<file path="src/jpr_pkg.sv">
// Package: types, phase codes, event codes and receive windows of the J1850 pulse receiver.
package jpr_pkg;

    localparam int unsigned WIDTH_W = 15;

    localparam logic [WIDTH_W-1:0] W_MAX = 15'h7FFF;

    localparam logic [3:0] PH_SOF_0   = 4'd0;
    localparam logic [3:0] PH_SOF_1   = 4'd1;
    localparam logic [3:0] PH_EOD     = 4'd2;
    localparam logic [3:0] PH_EOF     = 4'd3;
    localparam logic [3:0] PH_BRK_0   = 4'd4;
    localparam logic [3:0] PH_BRK_1   = 4'd5;
    localparam logic [3:0] PH_IFS     = 4'd6;
    localparam logic [3:0] PH_INACT_0 = 4'd7;
    localparam logic [3:0] PH_INACT_1 = 4'd8;
    localparam logic [3:0] PH_ACT_0   = 4'd9;
    localparam logic [3:0] PH_ACT_1   = 4'd10;
    localparam logic [3:0] PH_ABORT   = 4'd11;

    localparam logic [1:0] EV_START = 2'd0;
    localparam logic [1:0] EV_DATA  = 2'd1;
    localparam logic [1:0] EV_END   = 2'd2;
    localparam logic [1:0] EV_ABORT = 2'd3;

    localparam logic MODE_VPW = 1'b0;
    localparam logic MODE_PWM = 1'b1;

    localparam logic [0:0] ADDR_BUS_MODE = 1'b0;

    // PWM windows
    localparam logic [WIDTH_W-1:0] PWM_A_BRK_LO  = 15'd35;
    localparam logic [WIDTH_W-1:0] PWM_A_BRK_HI  = 15'd43;
    localparam logic [WIDTH_W-1:0] PWM_A_SOF_LO  = 15'd27;
    localparam logic [WIDTH_W-1:0] PWM_A_SOF_HI  = 15'd34;
    localparam logic [WIDTH_W-1:0] PWM_LONG_LO   = 15'd12;
    localparam logic [WIDTH_W-1:0] PWM_LONG_HI   = 15'd18;
    localparam logic [WIDTH_W-1:0] PWM_SHORT_LO  = 15'd4;
    localparam logic [WIDTH_W-1:0] PWM_SHORT_HI  = 15'd10;
    localparam logic [WIDTH_W-1:0] PWM_P_BRK_LO  = 15'd3;
    localparam logic [WIDTH_W-1:0] PWM_P_BRK_HI  = 15'd21;
    localparam logic [WIDTH_W-1:0] PWM_P_IFS_LO  = 15'd84;
    localparam logic [WIDTH_W-1:0] PWM_P_SOF_LO  = 15'd11;
    localparam logic [WIDTH_W-1:0] PWM_P_SOF_HI  = 15'd20;
    localparam logic [WIDTH_W-1:0] PWM_P_EOF_LO  = 15'd63;

    // VPW windows
    localparam logic [WIDTH_W-1:0] VPW_A_BRK_LO  = 15'd238;
    localparam logic [WIDTH_W-1:0] VPW_A_SOF_LO  = 15'd163;
    localparam logic [WIDTH_W-1:0] VPW_A_SOF_HI  = 15'd239;
    localparam logic [WIDTH_W-1:0] VPW_LONG_LO   = 15'd96;
    localparam logic [WIDTH_W-1:0] VPW_LONG_HI   = 15'd163;
    localparam logic [WIDTH_W-1:0] VPW_SHORT_LO  = 15'd34;
    localparam logic [WIDTH_W-1:0] VPW_SHORT_HI  = 15'd96;
    localparam logic [WIDTH_W-1:0] VPW_P_IFS_LO  = 15'd280;
    localparam logic [WIDTH_W-1:0] VPW_P_EOF_LO  = 15'd239;
    localparam logic [WIDTH_W-1:0] VPW_P_EOD_LO  = 15'd163;
    localparam logic [WIDTH_W-1:0] VPW_P_EOD_HI  = 15'd239;

    typedef struct packed {
        logic [1:0] kind;
        logic [7:0] data;
        logic       last;
    } t_event;

    typedef struct packed {
        logic [1:0] count;
        t_event     ev0;
        t_event     ev1;
    } t_step_ev;

    function automatic logic win(input logic [WIDTH_W-1:0] w,
                                 input logic [WIDTH_W-1:0] lo,
                                 input logic [WIDTH_W-1:0] hi);
        return (w >= lo) && (w <= hi);
    endfunction

endpackage

</file>
<file path="src/jpr_if.sv">
// Interfaces: pulse input channel and event output channel.
interface jpr_pulse_if import jpr_pkg::*; ();
    logic               valid;
    logic               ready;
    logic [WIDTH_W-1:0] pulse_width_us;
    logic               pulse_level;

    modport source(output valid, output pulse_width_us, output pulse_level, input ready);
    modport sink(input valid, input pulse_width_us, input pulse_level, output ready);
endinterface

interface jpr_event_if import jpr_pkg::*; ();
    logic       valid;
    logic       ready;
    logic [1:0] event_kind;
    logic [7:0] data_byte;
    logic       last;

    modport source(output valid, output event_kind, output data_byte, output last,
                   input ready);
    modport sink(input valid, input event_kind, input data_byte, input last, output ready);
endinterface

</file>
<file path="src/jpr_frame.sv">
// Frame tracker: window classification, phase register, bit shifter and event generation.
module jpr_frame import jpr_pkg::*; (
    input  logic               i_clk,
    input  logic               i_rst_n,
    input  logic               i_step,
    input  logic               i_bus_mode,
    input  logic [WIDTH_W-1:0] i_width,
    input  logic               i_level,
    output t_step_ev           o_ev
);

    logic [3:0] r_phase, n_phase;
    logic [7:0] r_shifter, n_shifter;
    logic [3:0] r_held, n_held;
    logic       r_prev;

    logic       waiting;
    logic [3:0] ph0;
    logic [3:0] held0;
    logic [3:0] ph1;
    logic [3:0] held_inc;
    logic       do_shift;
    logic       shift_bit;
    logic       got_byte;
    logic       term;
    logic [1:0] term_kind;
    logic       in_inact;
    t_event     ev_start, ev_byte, ev_term;

    always_comb begin
        waiting   = (r_phase == PH_SOF_1);
        ph0       = waiting ? PH_ACT_0 : r_phase;
        held0     = waiting ? 4'd0 : r_held;
        in_inact  = (ph0 == PH_INACT_0) || (ph0 == PH_INACT_1);
        ph1       = ph0;
        do_shift  = 1'b0;
        shift_bit = 1'b0;

        if (i_level != r_prev) begin
            if (i_bus_mode == MODE_PWM) begin
                if (i_level) begin
                    if (win(i_width, PWM_A_BRK_LO, PWM_A_BRK_HI)) begin
                        ph1 = PH_BRK_0;
                    end else if (win(i_width, PWM_A_SOF_LO, PWM_A_SOF_HI)) begin
                        ph1 = waiting ? PH_SOF_0 : PH_ABORT;
                    end else if (win(i_width, PWM_LONG_LO, PWM_LONG_HI)) begin
                        ph1 = PH_INACT_0;
                    end else if (win(i_width, PWM_SHORT_LO, PWM_SHORT_HI)) begin
                        ph1 = PH_INACT_1;
                    end else begin
                        ph1 = PH_ABORT;
                    end
                end else begin
                    if (ph0 == PH_BRK_0 && win(i_width, PWM_P_BRK_LO, PWM_P_BRK_HI)) begin
                        ph1 = PH_IFS;
                    end else if (ph0 == PH_IFS && win(i_width, PWM_P_IFS_LO, W_MAX)) begin
                        ph1 = PH_SOF_1;
                    end else if (ph0 == PH_SOF_0 && win(i_width, PWM_P_SOF_LO, PWM_P_SOF_HI)) begin
                        ph1 = PH_ACT_0;
                    end else if (ph0 == PH_INACT_0 && win(i_width, PWM_SHORT_LO, PWM_SHORT_HI)) begin
                        do_shift = 1'b1;
                    end else if (ph0 == PH_INACT_1 && win(i_width, PWM_LONG_LO, PWM_LONG_HI)) begin
                        do_shift  = 1'b1;
                        shift_bit = 1'b1;
                    end else if (in_inact && win(i_width, PWM_P_EOF_LO, W_MAX)) begin
                        ph1 = (held0 != 4'd0) ? PH_ABORT : PH_EOF;
                    end else begin
                        ph1 = PH_ABORT;
                    end
                end
            end else begin
                if (i_level) begin
                    if (win(i_width, VPW_A_BRK_LO, W_MAX)) begin
                        ph1 = PH_IFS;
                    end else if (win(i_width, VPW_A_SOF_LO, VPW_A_SOF_HI)) begin
                        ph1 = waiting ? PH_INACT_0 : PH_ABORT;
                    end else if (win(i_width, VPW_LONG_LO, VPW_LONG_HI)) begin
                        ph1      = PH_INACT_0;
                        do_shift = 1'b1;
                    end else if (win(i_width, VPW_SHORT_LO, VPW_SHORT_HI)) begin
                        ph1       = PH_INACT_1;
                        do_shift  = 1'b1;
                        shift_bit = 1'b1;
                    end else begin
                        ph1 = PH_ABORT;
                    end
                end else begin
                    if (ph0 == PH_IFS && win(i_width, VPW_P_IFS_LO, W_MAX)) begin
                        ph1 = PH_SOF_1;
                    end else if (win(i_width, VPW_SHORT_LO, VPW_SHORT_HI)) begin
                        ph1      = PH_ACT_0;
                        do_shift = 1'b1;
                    end else if (win(i_width, VPW_LONG_LO, VPW_LONG_HI)) begin
                        ph1       = PH_ACT_1;
                        do_shift  = 1'b1;
                        shift_bit = 1'b1;
                    end else if (in_inact) begin
                        if (held0 != 4'd0) begin
                            ph1 = PH_ABORT;
                        end else if (win(i_width, VPW_P_EOF_LO, W_MAX)) begin
                            ph1 = PH_EOF;
                        end else if (win(i_width, VPW_P_EOD_LO, VPW_P_EOD_HI)) begin
                            ph1 = PH_EOD;
                        end else begin
                            ph1 = PH_ABORT;
                        end
                    end else begin
                        ph1 = PH_ABORT;
                    end
                end
            end
        end

        // shift in the new bit, MSB first
        held_inc  = held0 + 4'd1;
        got_byte  = do_shift && (held_inc == 4'd8);
        n_shifter = do_shift ? {r_shifter[6:0], shift_bit} : r_shifter;
        n_held    = do_shift ? (got_byte ? 4'd0 : held_inc) : held0;
        n_phase   = ph1;
        term      = 1'b0;
        term_kind = EV_END;

        if (ph1 == PH_EOD || ph1 == PH_EOF) begin
            term      = 1'b1;
            term_kind = EV_END;
            n_phase   = PH_SOF_1;
        end else if (ph1 == PH_ABORT) begin
            term      = 1'b1;
            term_kind = EV_ABORT;
            n_phase   = PH_SOF_1;
            n_held    = 4'd0;
        end

        ev_start = '{kind: EV_START, data: 8'd0, last: !term};
        ev_byte  = '{kind: EV_DATA, data: n_shifter, last: !term};
        ev_term  = '{kind: term_kind, data: 8'd0, last: 1'b1};

        // a start and a byte never coincide: a start clears the held bits
        o_ev.ev0   = ev_term;
        o_ev.ev1   = ev_term;
        o_ev.count = {1'b0, term};
        if (waiting) begin
            o_ev.ev0   = ev_start;
            o_ev.count = term ? 2'd2 : 2'd1;
        end else if (got_byte) begin
            o_ev.ev0   = ev_byte;
            o_ev.count = term ? 2'd2 : 2'd1;
        end
    end

    always_ff @(posedge i_clk) begin
        if (!i_rst_n) begin
            r_phase   <= PH_SOF_1;
            r_shifter <= 8'd0;
            r_held    <= 4'd0;
            r_prev    <= 1'b0;
        end else if (i_step) begin
            r_phase   <= n_phase;
            r_shifter <= n_shifter;
            r_held    <= n_held;
            r_prev    <= i_level;
        end
    end

endmodule

</file>
<file path="src/jpr_evbuf.sv">
// Result buffer: holds up to two events of one pulse and hands them out one per transfer.
module jpr_evbuf import jpr_pkg::*; (
    input  logic     i_clk,
    input  logic     i_rst_n,
    input  logic     i_load,
    input  t_step_ev i_ev,
    output logic     o_free,
    jpr_event_if.source o_event
);

    logic [1:0] r_cnt, n_cnt;
    t_event     r_ev0, n_ev0;
    t_event     r_ev1, n_ev1;
    logic       out_xfer;

    assign out_xfer = o_event.valid && o_event.ready;
    assign o_free   = (r_cnt == 2'd0) || ((r_cnt == 2'd1) && out_xfer);

    always_comb begin
        n_cnt = r_cnt;
        n_ev0 = r_ev0;
        n_ev1 = r_ev1;
        if (i_load) begin
            n_cnt = i_ev.count;
            n_ev0 = i_ev.ev0;
            n_ev1 = i_ev.ev1;
        end else if (out_xfer) begin
            n_cnt = r_cnt - 2'd1;
            n_ev0 = r_ev1;
        end
    end

    always_ff @(posedge i_clk) begin
        if (!i_rst_n) begin
            r_cnt <= 2'd0;
        end else begin
            r_cnt <= n_cnt;
        end
    end

    always_ff @(posedge i_clk) begin
        r_ev0 <= n_ev0;
        r_ev1 <= n_ev1;
    end

    assign o_event.valid      = (r_cnt != 2'd0);
    assign o_event.event_kind = r_ev0.kind;
    assign o_event.data_byte  = r_ev0.data;
    assign o_event.last       = r_ev0.last;

endmodule

</file>
<file path="src/j1850_pulse_receiver.sv">
// J1850 VPW/PWM pulse receiver top level: input register, configuration port, frame tracker, result buffer.
//
// Each accepted pulse (width in us, level) is held in the input register, classified against
// the receive windows of the selected timing (bus_mode: 0 VPW, 1 PWM, APB offset 0), and its
// events (frame start, data byte, frame end, frame aborted) are loaded into a two-entry result
// buffer, which registers them. A new pulse is taken every cycle as long as the results drain:
// a pulse that gives two results occupies the output for two transfers, so the sustained rate
// is one pulse per cycle for pulses with at most one result, while a pulse with two results
// holds off the next pulse with results until its second result is being taken. Pulses with
// no result pass through without touching the output.
module j1850_pulse_receiver import jpr_pkg::*; (
    input  logic        i_clk,
    input  logic        i_rst_n,
    jpr_pulse_if.sink   i_pulse,
    jpr_event_if.source o_event,
    input  logic        psel,
    input  logic        penable,
    input  logic        pwrite,
    input  logic [0:0]  paddr,
    input  logic [31:0] pwdata,
    output logic [31:0] prdata,
    output logic        pready
);

    logic               r_in_valid;
    logic [WIDTH_W-1:0] r_width;
    logic               r_level;
    logic               r_bus_mode;
    logic               in_xfer;
    logic               step;
    logic               buf_free;
    t_step_ev           step_ev;

    assign in_xfer       = i_pulse.valid && i_pulse.ready;
    assign step          = r_in_valid && ((step_ev.count == 2'd0) || buf_free);
    assign i_pulse.ready = !r_in_valid || step;

    always_ff @(posedge i_clk) begin
        if (!i_rst_n) begin
            r_in_valid <= 1'b0;
        end else if (in_xfer) begin
            r_in_valid <= 1'b1;
        end else if (step) begin
            r_in_valid <= 1'b0;
        end
    end

    always_ff @(posedge i_clk) begin
        if (in_xfer) begin
            r_width <= i_pulse.pulse_width_us;
            r_level <= i_pulse.pulse_level;
        end
    end

    always_ff @(posedge i_clk) begin
        if (!i_rst_n) begin
            r_bus_mode <= MODE_VPW;
        end else if (psel && penable && pwrite && pready && paddr == ADDR_BUS_MODE) begin
            r_bus_mode <= pwdata[0];
        end
    end

    assign pready = 1'b1;
    assign prdata = (paddr == ADDR_BUS_MODE) ? {31'd0, r_bus_mode} : 32'd0;

    jpr_frame u_frame (
        .i_clk      (i_clk),
        .i_rst_n    (i_rst_n),
        .i_step     (step),
        .i_bus_mode (r_bus_mode),
        .i_width    (r_width),
        .i_level    (r_level),
        .o_ev       (step_ev)
    );

    jpr_evbuf u_evbuf (
        .i_clk   (i_clk),
        .i_rst_n (i_rst_n),
        .i_load  (step && (step_ev.count != 2'd0)),
        .i_ev    (step_ev),
        .o_free  (buf_free),
        .o_event (o_event)
    );

endmodule

</file>
<file path="src/flat_wrapper.sv">
// flat-port wrapper written by rule: the top's interface ports become plain ports
module j1850_pulse_receiver_flat import jpr_pkg::*;
  (i_clk, i_rst_n, psel, penable, pwrite, paddr, pwdata, prdata, pready, i_pulse_valid, i_pulse_pulse_width_us, i_pulse_pulse_level, i_pulse_ready, o_event_valid, o_event_event_kind, o_event_data_byte, o_event_last, o_event_ready);
  jpr_pulse_if i_pulse_i ();
  jpr_event_if o_event_i ();
  input  logic i_clk;
  input  logic i_rst_n;
  input  logic psel;
  input  logic penable;
  input  logic pwrite;
  input  logic [0:0] paddr;
  input  logic [31:0] pwdata;
  output logic [31:0] prdata;
  output logic pready;
  input wire logic [$bits(i_pulse_i.valid)-1:0] i_pulse_valid;
  input wire logic [$bits(i_pulse_i.pulse_width_us)-1:0] i_pulse_pulse_width_us;
  input wire logic [$bits(i_pulse_i.pulse_level)-1:0] i_pulse_pulse_level;
  output wire logic [$bits(i_pulse_i.ready)-1:0] i_pulse_ready;
  output wire logic [$bits(o_event_i.valid)-1:0] o_event_valid;
  output wire logic [$bits(o_event_i.event_kind)-1:0] o_event_event_kind;
  output wire logic [$bits(o_event_i.data_byte)-1:0] o_event_data_byte;
  output wire logic [$bits(o_event_i.last)-1:0] o_event_last;
  input wire logic [$bits(o_event_i.ready)-1:0] o_event_ready;
  assign i_pulse_i.valid = i_pulse_valid;
  assign i_pulse_i.pulse_width_us = i_pulse_pulse_width_us;
  assign i_pulse_i.pulse_level = i_pulse_pulse_level;
  assign i_pulse_ready = i_pulse_i.ready;
  assign o_event_valid = o_event_i.valid;
  assign o_event_event_kind = o_event_i.event_kind;
  assign o_event_data_byte = o_event_i.data_byte;
  assign o_event_last = o_event_i.last;
  assign o_event_i.ready = o_event_ready;
  j1850_pulse_receiver u_core (.i_clk(i_clk), .i_rst_n(i_rst_n), .i_pulse(i_pulse_i), .o_event(o_event_i), .psel(psel), .penable(penable), .pwrite(pwrite), .paddr(paddr), .pwdata(pwdata), .prdata(prdata), .pready(pready));
endmodule
</file>
<file path="config.mk">
export PLATFORM = sky130hd
export DESIGN_NAME = j1850_pulse_receiver_flat
export DESIGN_NICKNAME = d
export VERILOG_FILES = /design/src/jpr_pkg.sv /design/src/jpr_if.sv /design/src/jpr_frame.sv /design/src/jpr_evbuf.sv /design/src/j1850_pulse_receiver.sv /design/src/flat_wrapper.sv
export SDC_FILE = /design/constraint.sdc
export NUM_CORES = 1
export LEC_CHECK = 0
export BUFFER_PORTS_ARGS = -buffer_cell sky130_fd_sc_hd__buf_2
export CAP_MARGIN = 5
export CORE_MARGIN = 3
export CORE_UTILIZATION = 45
export CTS_CLUSTER_SIZE = 25
export DETAILED_ROUTE_END_ITERATION = 16
export PLACE_DENSITY = 0.83
export SLEW_MARGIN = 20
export SYNTH_ARGS = -nofsm -noshare
export SYNTH_HDL_FRONTEND = slang
export SYNTH_SLANG_ARGS = --single-unit
</file>
<file path="constraint.sdc">
create_clock -name i_clk -period 14.05 [get_ports i_clk]
set_input_delay 2.81 -clock i_clk [delete_from_list [all_inputs] [get_ports i_clk]]
set_output_delay 2.81 -clock i_clk [all_outputs]
set_load 0.05 [all_outputs]
</file>
==> impl_metrics.py <==
metrics = {
    "clocking": {
        "cts_htree_levels": 2,
        "cts_tree": "done",
        "cts_buffer_depth": 2,
        "clk_latency_ns": 0.32,
        "clk_pin_slew_worst_paths_ns": 0.10,
        "clock-sinks": 48,
        "root_buffer": "clkbuf_8",
        "cts_resized": 0,
        "postCtsSetupRepairBufs": 0,
        "cts_buffers": 5,
        "holdBufCountCts": 0,
    },
    "final_layout": {
        "num-fill-cells": 660,
        "drive_above_1_share_pct": 17.5,
        "antenna_cells": 0,
        "fin_nets": 457,
        "area_growth_pct": 7.10,
        "design_area_um2": 3510,
    },
    "floorplanning": {
        "die_w_um": 91.3,
        "ios": 102,
        "std_cell_rows": 30,
        "dieArea_um2": 8340,
        "fp.dieH_um": 91.3,
        "initial_core_util_pct": 47.2,
        "core_um2": 6940,
    },
    "run": {
        "drv_cap": 0,
    },
    "sta": {
        "period_minus_slack_ns": 7.42,
        "worst_slack_ns": 6.63,
        "hold_viol_final": 0,
        "tightest_slew_ns": 0.762,
        "maxSlewViolCount": 0,
        "hold_slack_ns": 0.456,
        "finalSetupViolations": 0,
        "timing.setup.tns_ns": 0,
        "rsz0062_at_grt": "no",
        "fin_crit_sh_pct": 52.8,
        "relSlewSlack_pct": 49.1,
        "max_freq_mhz": 135,
        "finClkSkew_ns": 0.0173,
    },
    "place": {
        "portBuffers": 38,
        "dp_slack_ns": 7.17,
        "placed_area_um2": 3370,
        "place.gp.congestion": 0.962,
        "hpwl_mm": 5.24,
    },
    "power_and_ir_drop": {
        "max-vdd-ir-drop_uv": 94.1,
        "leakage_nw": 1.31,
        "power.density_nw_per_um2": 143,
    },
    "routing": {
        "vias": 2846,
        "wire_per_inst_um": 14.8,
        "drcViolationCount": 0,
        "wirelength_mm": 7.27,
        "ant_nets": 0,
        "via_per_inst": 5.80,
        "first_pass_iters": 5,
        "initialDrtViolationCount": 302,
    },
    "global_route": {
        "antenna_found_initial": 0,
        "gr-usage-met2_pct": 27.5,
        "grt_max_degree": 20,
        "grt_use_met1_pct": 23.9,
        "grt.overflow.total": 0,
        "grt_pass1_wl_mm": 11.9,
        "track_usage_pct": 17.6,
        "grt_util_met3_pct": 3.89,
        "top_usage_layer": "met2",
        "grt_pass1_vias": 2499,
    },
    "critical_path": {
        "cp_num_buf_inv": 1,
        "worstPathArrival_ns": 4.61,
        "crit_family": "simple AND/OR/NAND/NOR gates",
        "critPathMaxFanout": 11,
        "critPathLaunchType": "flop",
        "cp_cell_sequence": "or4b_1, o41ai_1, o21a_1, nor3_1, nor3_1, nor2_1, o21a_1, ha_1, nor3_1, a211oi_1, nand2_1, buf_2",
        "crit_top_cell": "nor3_1",
        "cp_data_required_time_ns": 11.24,
        "slowest_stage": "or4b_1",
        "worst_path_largest_cell_delay_ns": 0.81,
        "cp-end-kind": "output pin",
        "crit_type": "reg2out",
    },
    "logic_synthesis": {
        "yosysSeqAreaShare_pct": 37.9,
        "synth_area_um2": 3280,
        "synth_edf_count": 28,
        "syn_area_per_cell_um2": 8.83,
        "syn-instance-count": 371,
        "async_flop_share_pct": 0,
        "yosys_warnings": 0,
        "yosysTopAreaCell": "edfxtp_1",
        "yosysUniqueCellTypes": 77,
        "netlist.area_leader.share_pct": 25.7,
        "ys.flop_type": "edfxtp_1",
        "synth_area_leaders": "edfxtp_1, dfxtp_1, buf_4",
        "ys_ff_latch": 48,
    },
    "outcome": {
        "outcome": "finished, final reports clean",
    },
    "min_path": {
        "hold_path_class": "reg2reg",
    },
}
-- stage by stage --
stage	instances	utilization, %	power, mW
detailed placement	483	48.6	0.385
CTS	491	50.5	0.502
global placement	483	48.6	0.381
global route	491	50.5	0.528
floorplan	401	-	0.354
finish	491	50.5	0.502
-- cells in the final DEF, fill, tap and decap left out, types with 4 or more instances in the layout --
cell	Yosys	final
nand2_1	39	39
buf_2	3	38
conb_1	2	32
nor2_1	28	28
edfxtp_1	28	28
dfxtp_1	20	20
a21oi_1	15	15
o21ai_0	16	15
nor3_1	13	13
nand3_1	13	13
and2_1	10	10
nand2b_1	8	8
inv_1	8	8
ha_1	7	7
a31oi_1	6	6
o31ai_1	5	5
o211ai_1	5	5
clkbuf_8	0	5
nor2b_1	4	4
o21a_1	4	4
o221ai_1	4	4
-- logic make-up (layout without fill, tap and decap cells) --
logic type / after synthesis / after routing / synth area share [%]
AO/OA/AOI/OAI: 97 / 97 / 21.7
XOR/XNOR: 5 / 5 / 1.34
AND/OR/NAND/NOR: 147 / 147 / 24.1
adder cells (fa/ha/maj): 7 / 7 / 2.67
multiplexers: 3 / 3 / 0.917
buffers and inverters: 62 / 56 / 11.2
flip-flops: 48 / 48 / 37.9
other: 2 / 32 / 0.229
-- power breakdown --
| group | switching, mW | internal (mW) | total, mW |
|---|---|---|---|
| Sequential | 0.0207 | 0.176 | 0.197 |
| Combinational | 0.141 | 0.0471 | 0.188 |
| Clock | 0.0526 | 0.0645 | 0.117 |
| Total | 0.214 | 0.288 | 0.502 |
-- Yosys cell counts (7+ instances only) --
cell and n:
a21oi_1 15, and2_1 10, buf_4 33, clkbuf_1 16, dfxtp_1 20, edfxtp_1 28
ha_1 7, inv_1 8, nand2_1 39, nand2b_1 8, nand3_1 13, nor2_1 28
nor3_1 13, o21ai_0 16
-- flip-flops by register name, indices dropped and copies added, names as in the netlist --
name,count
u_core.r_bus_mode,1
u_core.r_in_valid,1
u_core.r_level,1
u_core.r_width,15
u_core.u_evbuf.o_event.data_byte,8
u_core.u_evbuf.o_event.event_kind,2
u_core.u_evbuf.o_event.last,1
u_core.u_evbuf.r_cnt,2
u_core.u_evbuf.r_ev1,1
u_core.u_frame.r_held,4
u_core.u_frame.r_phase,4
u_core.u_frame.r_prev,1
u_core.u_frame.r_shifter,7
-- metal layers --
layer / share of wire, % / wire length [µm]
met1: 42 / 3050
met2: 47 / 3420
met3: 9.5 / 690
met4: 1.5 / 112
met5: 0 / 0
-- cell type report --
type	instances	area, µm²	share of cell area (%)
inverters	9	33.8	0.963
well taps	96	120	3.42
flip-flops and latches	48	1240	35.4
multi-input cells	291	1780	50.8
clock inverters	2	38.8	1.11
clock buffers	6	93.8	2.67
repair buffers	39	198	5.63
-- tightest hold or removal path: stages (launching register included) --
cell     delay, ns
dfxtp_1       0.32
nand2_1       0.05
a21oi_1       0.05
-- final timing paths --
check	startpoint	endpoint	slack (ns)	cells past startpoint
worst max-delay path	u_core.u_frame.r_phase[2]	i_pulse_ready	6.63	12
worst min-delay path	u_core.u_frame.r_shifter[6]	u_core.u_frame.r_shifter[6]	0.46	2
worst max register to register	u_core.u_frame.r_phase[2]	u_core.u_evbuf.o_event.data_byte[3]	8.39	14
worst min register to register	u_core.u_frame.r_shifter[6]	u_core.u_frame.r_shifter[6]	0.46	2
Power figures use the tool's default switching activity.
